### src/hdl/disjoint_sparse_range_query_core_macros.svh
// Assertion macros shared by the disjoint sparse range query block.
// Depends on nothing; included by modules that carry assertions.
`ifndef DISJOINT_SPARSE_RANGE_QUERY_CORE_MACROS_SVH
`define DISJOINT_SPARSE_RANGE_QUERY_CORE_MACROS_SVH
// implication checked on every edge outside reset
`define DSRQ_ASSERT_IMP(label, clk, rst_n, ante, cons, msg) \
	label: assert property (@(posedge clk) disable iff (!rst_n) (ante) |-> (cons)) \
		else $error(msg);
// next-cycle implication
`define DSRQ_ASSERT_NEXT(label, clk, rst_n, ante, cons, msg) \
	label: assert property (@(posedge clk) disable iff (!rst_n) (ante) |=> (cons)) \
		else $error(msg);
`endif

### src/hdl/dsrq_pkg.sv
// Package for the disjoint sparse range query block: sizes, codes, combine op.
// No dependencies.
package dsrq_pkg;
	localparam int MaxElements = 1024;
	localparam int MaxLevels   = 10;
	localparam int ValueWidth  = 32;
	localparam int PosW  = $clog2(MaxElements);
	localparam int LenW  = PosW + 1;
	localparam int LvlW  = $clog2(MaxLevels);
	localparam int AddrW = $clog2(MaxLevels * MaxElements);

	typedef logic [ValueWidth-1:0] value_t;
	typedef logic [PosW-1:0] pos_t;
	typedef logic [LenW-1:0] len_t;
	typedef logic [LvlW-1:0] lvl_t;
	typedef logic [AddrW-1:0] addr_t;

	localparam logic [1:0] OpLoad  = 2'd0;
	localparam logic [1:0] OpBuild = 2'd1;
	localparam logic [1:0] OpQuery = 2'd2;

	localparam logic [2:0] ModeMin = 3'd1;
	localparam logic [2:0] ModeMax = 3'd2;
	localparam logic [2:0] ModeXor = 3'd3;
	localparam logic [2:0] ModeAnd = 3'd4;
	localparam logic [2:0] ModeOr  = 3'd5;

	localparam logic RegLength = 1'b0;
	localparam logic RegMode   = 1'b1;

	// datapath write source
	typedef enum logic [1:0] {
		WSRC_ID   = 2'd0,
		WSRC_RAW  = 2'd1,
		WSRC_COMB = 2'd2,
		WSRC_LOAD = 2'd3
	} wsrc_t;

	typedef struct packed {
		logic  rd_en;
		addr_t rd_addr;
		logic  wr_en;
		addr_t wr_addr;
		wsrc_t wsrc;
		logic  cap_a;     // latch read data into operand a
		logic  cap_b;     // latch write data into chain register
		logic  res_id;    // result := identity
		logic  res_zero;  // result := 0
		logic  res_a;     // result := read data
		logic  res_comb;  // result := combine(a, read data)
	} dp_cmd_t;

	function automatic value_t identity_of(input logic [2:0] mode);
		return (mode == ModeMin || mode == ModeAnd) ? '1 : '0;
	endfunction

	function automatic value_t combine(input logic [2:0] mode, input value_t a,
			input value_t b);
		value_t r;
		case (mode)
			ModeMin: r = (a < b) ? a : b;
			ModeMax: r = (a > b) ? a : b;
			ModeXor: r = a ^ b;
			ModeAnd: r = a & b;
			ModeOr:  r = a | b;
			default: r = a + b;
		endcase
		return r;
	endfunction

	function automatic addr_t addr_of(input lvl_t l, input pos_t p);
		return AddrW'(l) * AddrW'(MaxElements) + AddrW'(p);
	endfunction
endpackage

### src/hdl/dsrq_ctrl.sv
// Controller: handshakes, query address generation, build sequencer.
// Depends on dsrq_pkg and the assertion macro header.
`include "disjoint_sparse_range_query_core_macros.svh"
module dsrq_ctrl (
	input  logic              clk,
	input  logic              arst_n,
	input  logic              in_valid,
	output logic              in_ready,
	input  logic [1:0]        opcode,
	input  dsrq_pkg::pos_t    load_index,
	input  dsrq_pkg::len_t    range_left,
	input  dsrq_pkg::len_t    range_right,
	input  dsrq_pkg::len_t    array_length,
	output logic              out_valid,
	input  logic              out_ready,
	output logic              status,
	output dsrq_pkg::dp_cmd_t cmd
);
	import dsrq_pkg::*;

	typedef enum logic [9:0] {
		S_IDLE  = 10'b0000000001,
		S_QRD1  = 10'b0000000010,
		S_QRD2  = 10'b0000000100,
		S_QFIN  = 10'b0000001000,
		S_OUT   = 10'b0000010000,
		S_BLV   = 10'b0000100000,
		S_BFILL = 10'b0001000000,
		S_BRD   = 10'b0010000000,
		S_BWAIT = 10'b0100000000,
		S_BWR   = 10'b1000000000
	} state_t;

	state_t state_q;
	len_t   n_q, j_q, k_q, half_q, cnt_q;
	lvl_t   lv_q, levels_q;
	pos_t   qb_q;
	lvl_t   qu_q;
	logic   qsingle_q, status_q, dir_q;  // dir 0 suffix, 1 prefix
	logic   accept;
	len_t   n_eff, x, nm1;
	lvl_t   tb, tbn;
	pos_t   bpos;

	assign accept = in_valid && in_ready;
	assign in_ready = (state_q == S_IDLE) || (state_q == S_OUT && out_ready);
	assign out_valid = (state_q == S_OUT);
	assign status = status_q;
	assign n_eff = (array_length > len_t'(MaxElements)) ? len_t'(MaxElements) : array_length;
	assign x = range_left ^ (range_right - 1'b1);
	assign nm1 = n_eff - 1'b1;

	always_comb begin
		tb = '0;
		tbn = '0;
		for (int i = 1; i < LenW; i++) begin
			if (x[i]) tb = lvl_t'(i);
			if (nm1[i]) tbn = lvl_t'(i);
		end
	end

	// build position: suffix goes down from j-1, prefix goes up from j
	assign bpos = dir_q ? pos_t'(j_q + k_q) : pos_t'(j_q - k_q - 1'b1);

	always_comb begin
		cmd = '0;
		cmd.wsrc = WSRC_ID;
		case (state_q)
			S_IDLE, S_OUT: begin
				if (accept && opcode == OpLoad) begin
					cmd.wr_en = 1'b1;
					cmd.wsrc = WSRC_LOAD;
					cmd.wr_addr = addr_of('0, load_index);
				end
				if (accept && opcode == OpQuery) begin
					cmd.rd_en = 1'b1;
					cmd.rd_addr = (range_left + 1'b1 == range_right)
						? addr_of('0, pos_t'(range_left)) : addr_of(tb, pos_t'(range_left));
				end
				if (accept && !(opcode == OpQuery && range_left <= range_right &&
						range_right <= n_eff && range_left != range_right))
					begin
					cmd.res_zero = 1'b1;
					cmd.res_id = (opcode == OpQuery && range_left == range_right &&
						range_right <= n_eff);
				end
			end
			S_QRD1: begin
				// first read word is on rdata_q now
				cmd.rd_en = 1'b1;
				cmd.rd_addr = addr_of(qu_q, qb_q);
				cmd.cap_a = 1'b1;
			end
			S_QRD2: begin
				cmd.res_a = qsingle_q;
			end
			S_QFIN: cmd.res_comb = 1'b1;
			S_BFILL: begin
				cmd.wr_en = 1'b1;
				cmd.wr_addr = addr_of(lv_q, pos_t'(cnt_q));
			end
			S_BRD: begin
				cmd.rd_en = 1'b1;
				cmd.rd_addr = addr_of('0, bpos);
			end
			S_BWR: begin
				cmd.wr_en = 1'b1;
				cmd.wr_addr = addr_of(lv_q, bpos);
				cmd.wsrc = (k_q == '0) ? WSRC_RAW : WSRC_COMB;
				cmd.cap_b = 1'b1;
			end
			default: ;
		endcase
	end

	always_ff @(posedge clk or negedge arst_n) begin
		if (!arst_n) begin
			state_q <= S_IDLE;
			status_q <= 1'b0;
			n_q <= '0; j_q <= '0; k_q <= '0; half_q <= '0; cnt_q <= '0;
			lv_q <= '0; levels_q <= '0; qb_q <= '0; qu_q <= '0;
			qsingle_q <= 1'b0; dir_q <= 1'b0;
		end else begin
			case (state_q)
				S_IDLE, S_OUT: begin
					if (accept) begin
						status_q <= 1'b0;
						state_q <= S_OUT;
						if (opcode == OpQuery) begin
							if (range_left > range_right || range_right > n_eff)
								status_q <= 1'b1;
							else if (range_left != range_right) begin
								qsingle_q <= (range_left + 1'b1 == range_right);
								qu_q <= tb;
								qb_q <= pos_t'(range_right - 1'b1);
								state_q <= S_QRD1;
							end
						end else if (opcode == OpBuild && n_eff >= len_t'(2) && tbn != '0) begin
							n_q <= n_eff;
							levels_q <= tbn;
							lv_q <= lvl_t'(1);
							state_q <= S_BLV;
						end
					end else if (state_q == S_OUT && out_ready)
						state_q <= S_IDLE;
				end
				S_QRD1: state_q <= S_QRD2;
				S_QRD2: state_q <= qsingle_q ? S_OUT : S_QFIN;
				S_QFIN: state_q <= S_OUT;
				S_BLV: begin
					half_q <= len_t'(1) << lv_q;
					j_q <= len_t'(1) << lv_q;
					cnt_q <= '0;
					state_q <= S_BFILL;
				end
				S_BFILL: begin
					if (cnt_q + 1'b1 >= n_q) begin
						k_q <= '0; dir_q <= 1'b0;
						state_q <= (j_q < n_q) ? S_BRD : S_OUT;
					end else cnt_q <= cnt_q + 1'b1;
				end
				S_BRD: state_q <= S_BWAIT;
				S_BWAIT: state_q <= S_BWR;
				S_BWR: begin
					if (!dir_q) begin
						if (k_q + 1'b1 < half_q) begin
							k_q <= k_q + 1'b1; state_q <= S_BRD;
						end else begin
							k_q <= '0; dir_q <= 1'b1; state_q <= S_BRD;
						end
					end else if (k_q + 1'b1 < half_q && j_q + k_q + 1'b1 < n_q) begin
						k_q <= k_q + 1'b1; state_q <= S_BRD;
					end else if (j_q + (half_q << 1) < n_q) begin
						j_q <= j_q + (half_q << 1);
						k_q <= '0; dir_q <= 1'b0; state_q <= S_BRD;
					end else if (lv_q < levels_q) begin
						lv_q <= lv_q + 1'b1; state_q <= S_BLV;
					end else state_q <= S_OUT;
				end
				default: state_q <= S_IDLE;
			endcase
		end
	end

	`DSRQ_ASSERT_IMP(a_onehot, clk, arst_n, 1'b1, $onehot(state_q), "state not one-hot")
	`DSRQ_ASSERT_IMP(a_wr_rd, clk, arst_n, cmd.wr_en && state_q == S_BWR, !cmd.rd_en,
		"build write collides with read")
	`DSRQ_ASSERT_NEXT(a_hold, clk, arst_n, out_valid && !out_ready, out_valid && $stable(status),
		"result dropped")
	`DSRQ_ASSERT_IMP(a_lvl, clk, arst_n, state_q == S_BFILL, lv_q != '0 && lv_q < lvl_t'(MaxLevels),
		"build level out of range")
endmodule

### config.mk
export PLATFORM = sky130hd
export DESIGN_NAME = dsrq_ctrl
export DESIGN_NICKNAME = d
export VERILOG_FILES = /design/src/hdl/dsrq_pkg.sv /design/src/hdl/dsrq_ctrl.sv
export VERILOG_INCLUDE_DIRS = /design/src /design/src/hdl
export SDC_FILE = /design/constraint.sdc
export NUM_CORES = 1
export LEC_CHECK = 0
export BUFFER_PORTS_ARGS = -buffer_cell sky130_fd_sc_hd__buf_2
export CAP_MARGIN = 5
export CORE_MARGIN = 2
export CORE_UTILIZATION = 40
export CTS_CLUSTER_DIAMETER = 120
export CTS_CLUSTER_SIZE = 8
export DETAILED_ROUTE_END_ITERATION = 16
export GPL_ROUTABILITY_DRIVEN = 0
export PLACE_DENSITY = 0.6
export SLEW_MARGIN = 20
export SYNTH_ARGS = -nofsm -noshare
export SYNTH_HDL_FRONTEND = slang
export SYNTH_SLANG_ARGS = --single-unit
### constraint.sdc
create_clock -name clk -period 4.84 [get_ports clk]
set_input_delay 0.242 -clock clk [delete_from_list [all_inputs] [get_ports clk]]
set_output_delay 0.242 -clock clk [all_outputs]
set_load 0.02 [all_outputs]
# Word-level counts from Yosys, hierarchy flattened
# Cells that the tools add are included.
[totals]
reg_bits = 90
in_bits = 49
output_inout_bits = 41
wordCells = 181
[op_classes]
n_addsub = 15
order_cmp = 12
eq_ne = 27
n_shift = 1
mux = 77
bitwise_logic = 3
n_reduce_logical = 33
[op_table]
columns = ["cell", "n"]
rows = [
  ["2-to-1 mux 11 bit", 10],
  ["case mux 10 bit (9 select lines)", 1],
  ["case mux 15 bit (3 select lines)", 2],
  ["2-to-1 mux 4 bit", 22],
  ["case mux 11 bit (2 select lines)", 3],
  ["adder 14 x 10 -> 14 bit", 4],
  ["2-to-1 mux 10 bit", 5],
  ["adder 11 x 1 -> 11 bit, second input constant", 4],
  ["< comparator 11 bit", 4],
  ["2-to-1 mux 8 bit", 4],
  ["adder 11 bit", 2],
  ["== test 11 bit", 2],
  ["> comparator 11 bit", 2],
  ["<= comparator 11 bit", 2],
  ["subtractor 11 x 1 -> 11 bit, second input constant", 2],
  ["inequality test 2 bit, second input constant", 10],
  ["2-to-1 mux 17 bit", 1],
  ["2-to-1 mux 15 bit", 1],
  ["2-to-1 mux 5 bit", 3],
  ["2-to-1 mux 14 bit", 1],
  ["logical AND 1 bit", 13],
  ["2-to-1 mux 1 bit", 13],
  ["2-to-1 mux 2 bit", 6],
  ["2-to-1 mux 6 bit", 2],
  ["other kinds (40)", 49],
]

# Depth between registers and ports, before layout
# Gate-level depths: netlist (run 1).
[depth]
ltp_word = 19
depth_mapped = 20

# Least setup slack after synthesis (run 1)
# No wires, ideal clock.
[synth_timing]
kind = "flip-flop to flip-flop"
start = "reg k_q[2]"
end = "reg lv_q[2]"
setup_time_ps = 127
arrival_ps = 4350
required_ps = 4713
path_slack_ps = 362
stages_incl_launch_ff = 20
synth_period_minus_slack_ps = 4478
cell_sequence = "dfrtp_1 > inv_1 > ha_1 > buf_2 > nand2b_1 > a22o_1 > or3_1 > and3_1 > xnor2_1 > nor4b_2 > nor3b_1 > xnor3_1 > ha_1 > nand4_1 > nor2_1 > a211o_1 > o2111ai_1 > or2_2 > nand2_2 > mux2_1"
[synth_via]
elab_chain_len = 6
[synth_lines]
columns = ["element", "line", "source"]
rows = [
  ["from (decl)", "dsrq_ctrl.sv:35", "len_t n_q, j_q, k_q, half_q, cnt_q;"],
  ["from (signal assigned)", "dsrq_ctrl.sv:120", "n_q <= '0; j_q <= '0; k_q <= '0; half_q <= '0; cnt_q <= '0;"],
  ["from (signal assigned)", "dsrq_ctrl.sv:158", "k_q <= '0; dir_q <= 1'b0;"],
  ["from (signal assigned)", "dsrq_ctrl.sv:167", "k_q <= k_q + 1'b1; state_q <= S_BRD;"],
  ["adder 11 bit", "dsrq_ctrl.sv:171", "end else if (k_q + 1'b1 < half_q && j_q + k_q + 1'b1 < n_q) begin"],
  ["adder 11 x 1 -> 11 bit", "dsrq_ctrl.sv:171", ""],
  ["< comparator 11 bit", "dsrq_ctrl.sv:171", ""],
  ["logical AND 1 bit *", "dsrq_ctrl.sv:171", ""],
  ["inequality test 2 bit (no source line) *", "-", ""],
  ["AND reduction 8 bit (no source line) *", "-", ""],
  ["to (signal assigned)", "dsrq_ctrl.sv:141", "lv_q <= lvl_t'(1);"],
  ["to (decl)", "dsrq_ctrl.sv:36", "lvl_t lv_q, levels_q;"],
]
# Every way passes the cells marked *; elsewhere a longest branch is shown, timed or not.
# A chain may end at the register's enable or synchronous reset.

# Worst setup path in the final report (run 1)
[layout_timing]
start = "reg j_q[2]"
end = "reg lv_q[2]"
[layout_via]
elab_chain_len = 6
[layout_lines]
columns = ["element", "line", "source"]
rows = [
  ["from (decl)", "dsrq_ctrl.sv:35", ""],
  ["from (signal assigned)", "dsrq_ctrl.sv:152", "j_q <= len_t'(1) << lv_q;"],
  ["from (signal assigned)", "dsrq_ctrl.sv:174", "j_q <= j_q + (half_q << 1);"],
  ["adder 11 bit", "dsrq_ctrl.sv:171", ""],
  ["adder 11 x 1 -> 11 bit", "dsrq_ctrl.sv:171", ""],
  ["< comparator 11 bit", "dsrq_ctrl.sv:171", ""],
  ["logical AND 1 bit", "dsrq_ctrl.sv:171", ""],
  ["inequality test 2 bit (no source line)", "-", ""],
  ["AND reduction 8 bit (no source line) *", "-", ""],
]
# Marks and branches as above.

==> results.toml, run 1 <==
[routing]
firstDrtPassIters = 5
drt-initial-drc-count = 495
wl_per_cell_um = 18.3
drt_drc_violations_left = 0
totalWireLength_mm = 27.8
vias = 8645
avgViaCountPerCell = 5.69
ant_nets = 0

[synthesis]
synth-xor-area-share_pct = 8.39
synthTopCellsByArea = "dfrtp_1, ha_1, o21ai_0, xnor2_1, nand2_1"
synth_cell_types = 79
synth_top_area_cell = "dfrtp_1"
synth.avg_cell_area_um2 = 8.02
synth-compound-area-share_pct = 21.6
muxShareOfSynthArea_pct = 1.88
syn_nets = 1323
ys.flop_type = "dfrtp_1"
yosys_warnings = 0
synth_seq_cells = 90
synthAdderAreaFrac_pct = 16.6
syn-cell-area_um2 = 9250
ys_seq_area_share_pct = 24.4
synthSimpleGateAreaFrac_pct = 20.9
synth_top_family_by_area = "compound AO/OA/AOI/OAI gates"
synthCells = 1153
yosys.area.top_type_share_pct = 24.1
ys_async_sr_fraction_pct = 100
synth_edf_count = 0

[clocking]
clkTransAtPathRegs_ns = 0.06
clock_sinks = 90
h-tree-depth = 3
ctsLongestPathBuffers = 2
numCtsBuffers = 9
cts_tree = "built"
root_buffer = "clkbuf_16"
cts_setup_buffers = 0
clk_latency_ns = 0.35

[worst_setup_path]
cpMaxStageDelayCell = "ha_1"
crit_type = "reg -> reg"
worstPathCellList = "ha_1 -> nand2b_1 -> a22o_1 -> or3_1 -> and3_1 -> xnor2_1 -> nor4b_2 -> nor3b_2 -> xnor3_1 -> ha_1 -> nand4_1 -> nor2_1 -> a211o_1 -> o2111ai_1 -> or2_2 -> nand2_2 -> mux2_1"
path_max_fanout = 7
worstSetupEndpointType = "flip-flop"
r2r_cells = 17
cp.required_ns = 5.07
r2r_end = "lv_q[2]$_DFFE_PN0P_"
regToRegStartpoint = "j_q[2]$_DFFE_PN0P_"
cpPeakStageDelay_ns = 0.40
path_common_cell = "ha_1"
critPathLaunch = "j_q[2]$_DFFE_PN0P_"
cp-endpoint = "lv_q[2]$_DFFE_PN0P_"
start_kind = "flip-flop"
cp_data_arrival_time_ns = 4.81
reg2reg_setup_slack_ns = 0.26

[global_route]
first_global_vias = 8056
grt_util_all_layers_pct = 23.2
antenna_found_initial = 0
gr-total-overflow = 0
grt_pass1_wl_mm = 44.1
grt_max_degree = 50

[finish]
diodes = 0
fin_cells = 1520
n_fill_cell = 2290
final_net_count = 1403
final_layout_size_suffix_gt1_share_pct = 13.2
area_growth_pct = 11.8

[power_and_ir_drop]
p_int_uw = 2290
p_leak_uw = 0.00489
peakVddDrop_v = 0.000264
cellPowerDensity_nw_per_um2 = 421
power_frac_clock_pct = 14.5
p_sw_uw = 2070
p_sw_share_pct = 47.4
pwr-share-seq_pct = 26.0
pwr-share-comb_pct = 59.5

[placed_design]
placedCellCount = 1506
place_hpwl_mm = 22.6
port_buffers = 89

[floorplanning]
row_count = 55
fp.dieH_um = 156
ios = 90
die_area_um2 = 24300
start_util_pct = 40.8
core_area_um2 = 22600
fp.dieW_um = 156

[worst_hold_path]
whs_path_depth = 2
hold_class = "in -> reg"

[timing]
final-max-slew-violation-count = 0
setup_viol_count_final = 0
rsz0062_at_grt = "no"
slew_headroom_pct = 49.0
tightestPinTransition_ns = 0.759
fmax_ghz = 0.218
fin_crit_sh_pct = 94.7
final_hold_viol_count = 0
fin_crit_ns = 4.58
finClkSkew_ns = 0.00599
fin_setup_tns_ns = 0

[flow_run]
max-cap-violations = 0

[run_status]
status = "finished clean"
## placed cells by master, fill, tap and decap left out, drive strengths merged, types with 7 or more instances in the layout
master	netlist	final
a211o	7	7
a211oi	14	14
a21o	14	14
a21oi	57	57
a221o	9	9
a22oi	16	16
a31oi	9	9
and2	12	12
and3	12	12
buf	12	119
clkbuf	39	9
dfrtp	89	89
ha	118	118
inv	93	93
mux2	11	11
nand2	114	114
nand2b	19	19
nand3	38	38
nand4	20	20
nor2	90	90
nor2b	15	15
nor3	24	24
nor4	10	10
o211ai	11	11
o21ai	105	105
o31ai	9	9
xnor2	55	55
xor2	31	31
## how the worst min path moves through the flow
stage	start	end	slack [ns]
floorplan	arst_n	cnt_q[0]$_DFFE_PN0P_	-0.05
global placement	arst_n	k_q[9]$_DFFE_PN0P_	0.26
detailed placement	arst_n	k_q[9]$_DFFE_PN0P_	0.27
CTS	range_right[0]	qb_q[0]$_DFFE_PN0P_	0.18
global route	range_right[0]	qb_q[0]$_DFFE_PN0P_	0.20
finish	range_right[0]	qb_q[0]$_DFFE_PN0P_	0.20
## timing repair
action / in CTS / in global routing
hold buffers: 1 / 0
resized for setup: 0 / 4
setup endpoints to repair: 0 / 27
hold endpoints to repair: 41 / 0
## cells by family after synthesis
family                   after synthesis
AND/OR/NAND/NOR                      390
XOR/XNOR                              87
buffers and inverters                144
AO/OA/AOI/OAI                        305
multiplexers                          16
adder cells (fa/ha/maj)              121
flip-flops                            90
## power groups by stage
stage / clock, uW / combinational [uW] / sequential, uW
final: 631 / 2590 / 1130
after global routing: 673 / 2880 / 1150
after CTS: 642 / 2570 / 1130
after global placement: 0 / 2520 / 1130
after floorplan: 0 / 1740 / 1070
after detailed placement: 0 / 2550 / 1140
## layout make-up
class	count	area [um2]	area share (%)
clock buffers	9	225	2.18
clock inverters	4	22.5	0.218
inverters	93	349	3.38
multi-input cells	919	6450	62.4
flip-flops and latches	90	2250	21.8
well taps	285	357	3.45
repair buffers	120	683	6.61
## metrics by stage
stage	power (uW)	setup slack [ns]	utilization, %	hold slack, ns	instance area (um2)
floorplan	2810	0.362	-	-0.0536	9250
global placement	3650	0.206	44.4	0.261	10100
detailed placement	3690	0.165	44.4	0.270	10100
CTS	4340	0.137	45.6	0.182	10300
global route	4710	0.0368	45.7	0.202	10300
finish	4350	0.258	45.7	0.196	10300
## synth_stat cells (4+ instances only)
library cell  count
o21a_1            6
a22o_1            5
a211o_1           7
ha_1            118
nor2b_1          15
o211ai_1         11
a211oi_1         14
a31oi_1           9
a21o_1           14
nand2_1         112
nor3b_1           5
or3_1             6
nor3_1           24
inv_1            92
a21oi_1          57
or4_1             4
a221o_1           9
dfrtp_1          89
nand4_1          20
o31ai_1           9
a32o_1            6
nand3_1          37
nor4_1            9
and3_1           12
xnor2_1          55
o21bai_1          5
and2_1           11
buf_2             9
clkbuf_1         39
mux2_2           10
a22oi_1          16
o21ai_0         104
mux2i_1           5
nor2_1           90
nand2b_1         19
xor2_1           31
## per-layer routing
metal	wire length (um)	up-vias	global-route usage, %
met5	0	-	0
met3	1300	36	2.64
met2	12700	250	37.6
met1	13100	4082	32.1
li1	-	4277	-
met4	655	0	7.78
## critical path, delay by kind of cell, from the launching register on
family | cells | cell delay, ns
simple gates | 9 | 1.96
compound gates | 3 | 0.58
mux | 1 | 0.32
xor+xnor | 2 | 0.52
flops | 1 | 0.39
fa+ha+maj | 2 | 0.69
## state kept, by name, indices dropped and copies added, names as in the netlist
register,flops
status,1
qu_q,4
n_q,11
qb_q,10
qsingle_q,1
half_q,11
lv_q,4
cnt_q,11
levels_q,4
k_q,11
state_q,10
j_q,11
dir_q,1
No activity file was read; power rests on OpenSTA's default activity.
==> run 2, diff against run 1 <==
--- a/config.mk
+++ b/config.mk
@@ -6,6 +6,7 @@
 export SDC_FILE = /design/constraint.sdc
 export NUM_CORES = 1
 export LEC_CHECK = 0
+export ABC_AREA = 1
 export BUFFER_PORTS_ARGS = -buffer_cell sky130_fd_sc_hd__buf_2
 export CAP_MARGIN = 5
 export CORE_MARGIN = 2
==> run 2 against run 1 <==
  * Sequential cell count unchanged
  * Fmax increased by 3.0%
  * Sequential share of layout area increased by 0.053 points
  * Routed wire length decreased by 1.9%
  * Global-route usage decreased by 0.57 points
  * Sequential power decreased by 5%
  * Critical path depth increased by 8
  * Clock power increased by 32%
  * First-iteration DRC count increased by 35%
  * Combinational power decreased by 17%
  * Die area decreased by 0.67%
  * Count of clock-buffer cells in the layout increased by 3
  * Critical path type unchanged
  * Critical endpoint is now j_q[2]$_DFFE_PN0P_
  * Highest routed layer is now met5
==> results.toml, run 2 <==
[floorplanning]
die_area_um2 = 24200
fp.dieH_um = 156
ios = 90
start_util_pct = 40.7
core_area_um2 = 22600
row_count = 55
fp.dieW_um = 156

[power_and_ir_drop]
p_int_uw = 2160
p_sw_uw = 1890
pwr-share-seq_pct = 26.4
p_leak_uw = 0.00534
pwr-share-comb_pct = 53.1
cellPowerDensity_nw_per_um2 = 393
peakVddDrop_v = 0.000175
p_sw_share_pct = 46.7
power_frac_clock_pct = 20.6

[worst_setup_path]
cp.required_ns = 5.06
cpPeakStageDelay_ns = 0.43
cpMaxStageDelayCell = "dfrtp_1"
cp_data_arrival_time_ns = 4.67
crit_type = "reg -> reg"
start_kind = "flip-flop"
path_max_fanout = 12
worstSetupEndpointType = "flip-flop"

[run_status]
status = "finished clean"

[timing]
fin_crit_ns = 4.45
setup_viol_count_final = 0
tightestPinTransition_ns = 1.01
fin_crit_sh_pct = 91.9
final_hold_viol_count = 0
finClkSkew_ns = 0.00874
fin_setup_tns_ns = 0
slew_headroom_pct = 32.2
final-max-slew-violation-count = 0
rsz0062_at_grt = "no"
fmax_ghz = 0.225

[routing]
vias = 8863
drt_drc_violations_left = 0
firstDrtPassIters = 5
wl_per_cell_um = 16.4
totalWireLength_mm = 27.3
ant_nets = 0
avgViaCountPerCell = 5.34
drt-initial-drc-count = 666

[global_route]
antenna_found_initial = 1
first_global_vias = 8268
grt_util_all_layers_pct = 22.6
gr-total-overflow = 0
grt_pass1_wl_mm = 43.1
grt_max_degree = 49

[synthesis]
synthTopCellsByArea = "dfrtp_1, ha_1, nand2_1, inv_1, xor2_1"
ys.flop_type = "dfrtp_1"
synthMostInstantiatedCell = "nand2_1"
syn-cell-area_um2 = 9180
synthCells = 1286
synth_cell_types = 53
syn_nets = 1456
yosys_warnings = 0
yosys.area.top_type_share_pct = 24.3
ys_seq_area_share_pct = 24.5
synth.avg_cell_area_um2 = 7.14
synth_seq_cells = 90
synth_edf_count = 0
ys_top_cells_by_count = "nand2_1, inv_1, ha_1"
synth_top_area_cell = "dfrtp_1"
ys_async_sr_fraction_pct = 100

[placed_design]
port_buffers = 89
place_hpwl_mm = 22.2

[clocking]
clk_latency_ns = 0.35
cts_tree = "built"
ctsLongestPathBuffers = 2
clock_sinks = 90
clkTransAtPathRegs_ns = 0.06
h-tree-depth = 3
numCtsBuffers = 9
root_buffer = "clkbuf_16"

[finish]
final_net_count = 1541
finish.utilization_pct = 45.7
diodes = 0
final_layout_size_suffix_gt1_share_pct = 10.5
n_fill_cell = 2334
final_common_cell = "nand2_1"
area_growth_pct = 12.3
multi_input_comb_area_um2 = 6110
regArea_um2 = 2250
mostFrequentLayoutCells = "nand2_1, inv_1, ha_1"

[flow_run]
max-cap-violations = 0

[worst_hold_path]
hold_class = "in -> reg"
run 2: layout make-up:
type / count / share of cell area, %
clock inverters: 4 / 0.959
multi-input cells: 981 / 59.2
inverters: 189 / 6.93
well taps: 285 / 3.46
repair buffers: 100 / 5.17
flip-flops and latches: 90 / 21.9
clock buffers: 12 / 2.39
run 2: metrics by stage:
step                setup slack (ns)  hold WS (ns)  instance area, um2  total power, uW  instances
floorplan                      0.829       -0.0536                9180             2520       1286
global placement               0.486         0.277                9900             3170       1640
detailed placement             0.351         0.274                9900             3190       1640
CTS                            0.293         0.125               10300             4040       1657
global route                 0.00569         0.158               10300             4400       1661
finish                         0.391         0.133               10300             4050       1661
run 2: worst paths after layout:
path,startpoint,end,slack (ns),depth (start not counted)
max,k_q[2]$_DFFE_PN0P_,j_q[2]$_DFFE_PN0P_,0.39,25
min,range_right[0],qb_q[0]$_DFFE_PN0P_,0.13,2
max reg2reg,k_q[2]$_DFFE_PN0P_,j_q[2]$_DFFE_PN0P_,0.39,25
min reg2reg,qsingle_q$_DFFE_PN0P_,state_q[3]$_DFFE_PN0P_,0.46,1
max in group asynchronous,arst_n,k_q[0]$_DFFE_PN0P_,3.32,3
min in group asynchronous,arst_n,qb_q[8]$_DFFE_PN0P_,0.42,2
run 2: repair_timing:
action / in CTS / in global routing
endpoints found under the hold margin: 41 / 0
setup endpoints to repair: 0 / 26
hold buffers: 1 / 0
gates resized for setup: 0 / 4
buffers inserted: 0 / 4
run 2: layer usage:
metal	global-route usage, %	part of all wire [%]	up-vias
met2	35.8	45	222
li1	-	-	4526
met1	32.3	48	4075
met5	0	0.048	-
met4	7.25	2.3	2
met3	2.31	4.7	38
run 2: cells by family after synthesis:
logic type,synth area share [%]
and+or+nand+nor,25.3
AOI/OAI and AO/OA,17.1
buffers and inverters,9.21
adders and majority gates,16.7
DFF,24.5
xor gates and xnor gates,7.15
run 2: power by group through the flow:
stage	clock, uW	combinational (uW)	sequential [uW]
finish	833	2150	1070
global route	868	2440	1090
detailed placement	0	2110	1080
floorplan	0	1490	1030
CTS	845	2120	1070
global placement	0	2100	1070
run 2: critical path, delay by kind of cell (launching register included):
kind	cells	cell delay, ns
xor gates and xnor gates	2	0.35
and+or+nand+nor	6	0.75
adders and majority gates	2	0.69
DFF	1	0.43
AOI/OAI and AO/OA	10	1.56
buffers and inverters	5	0.58
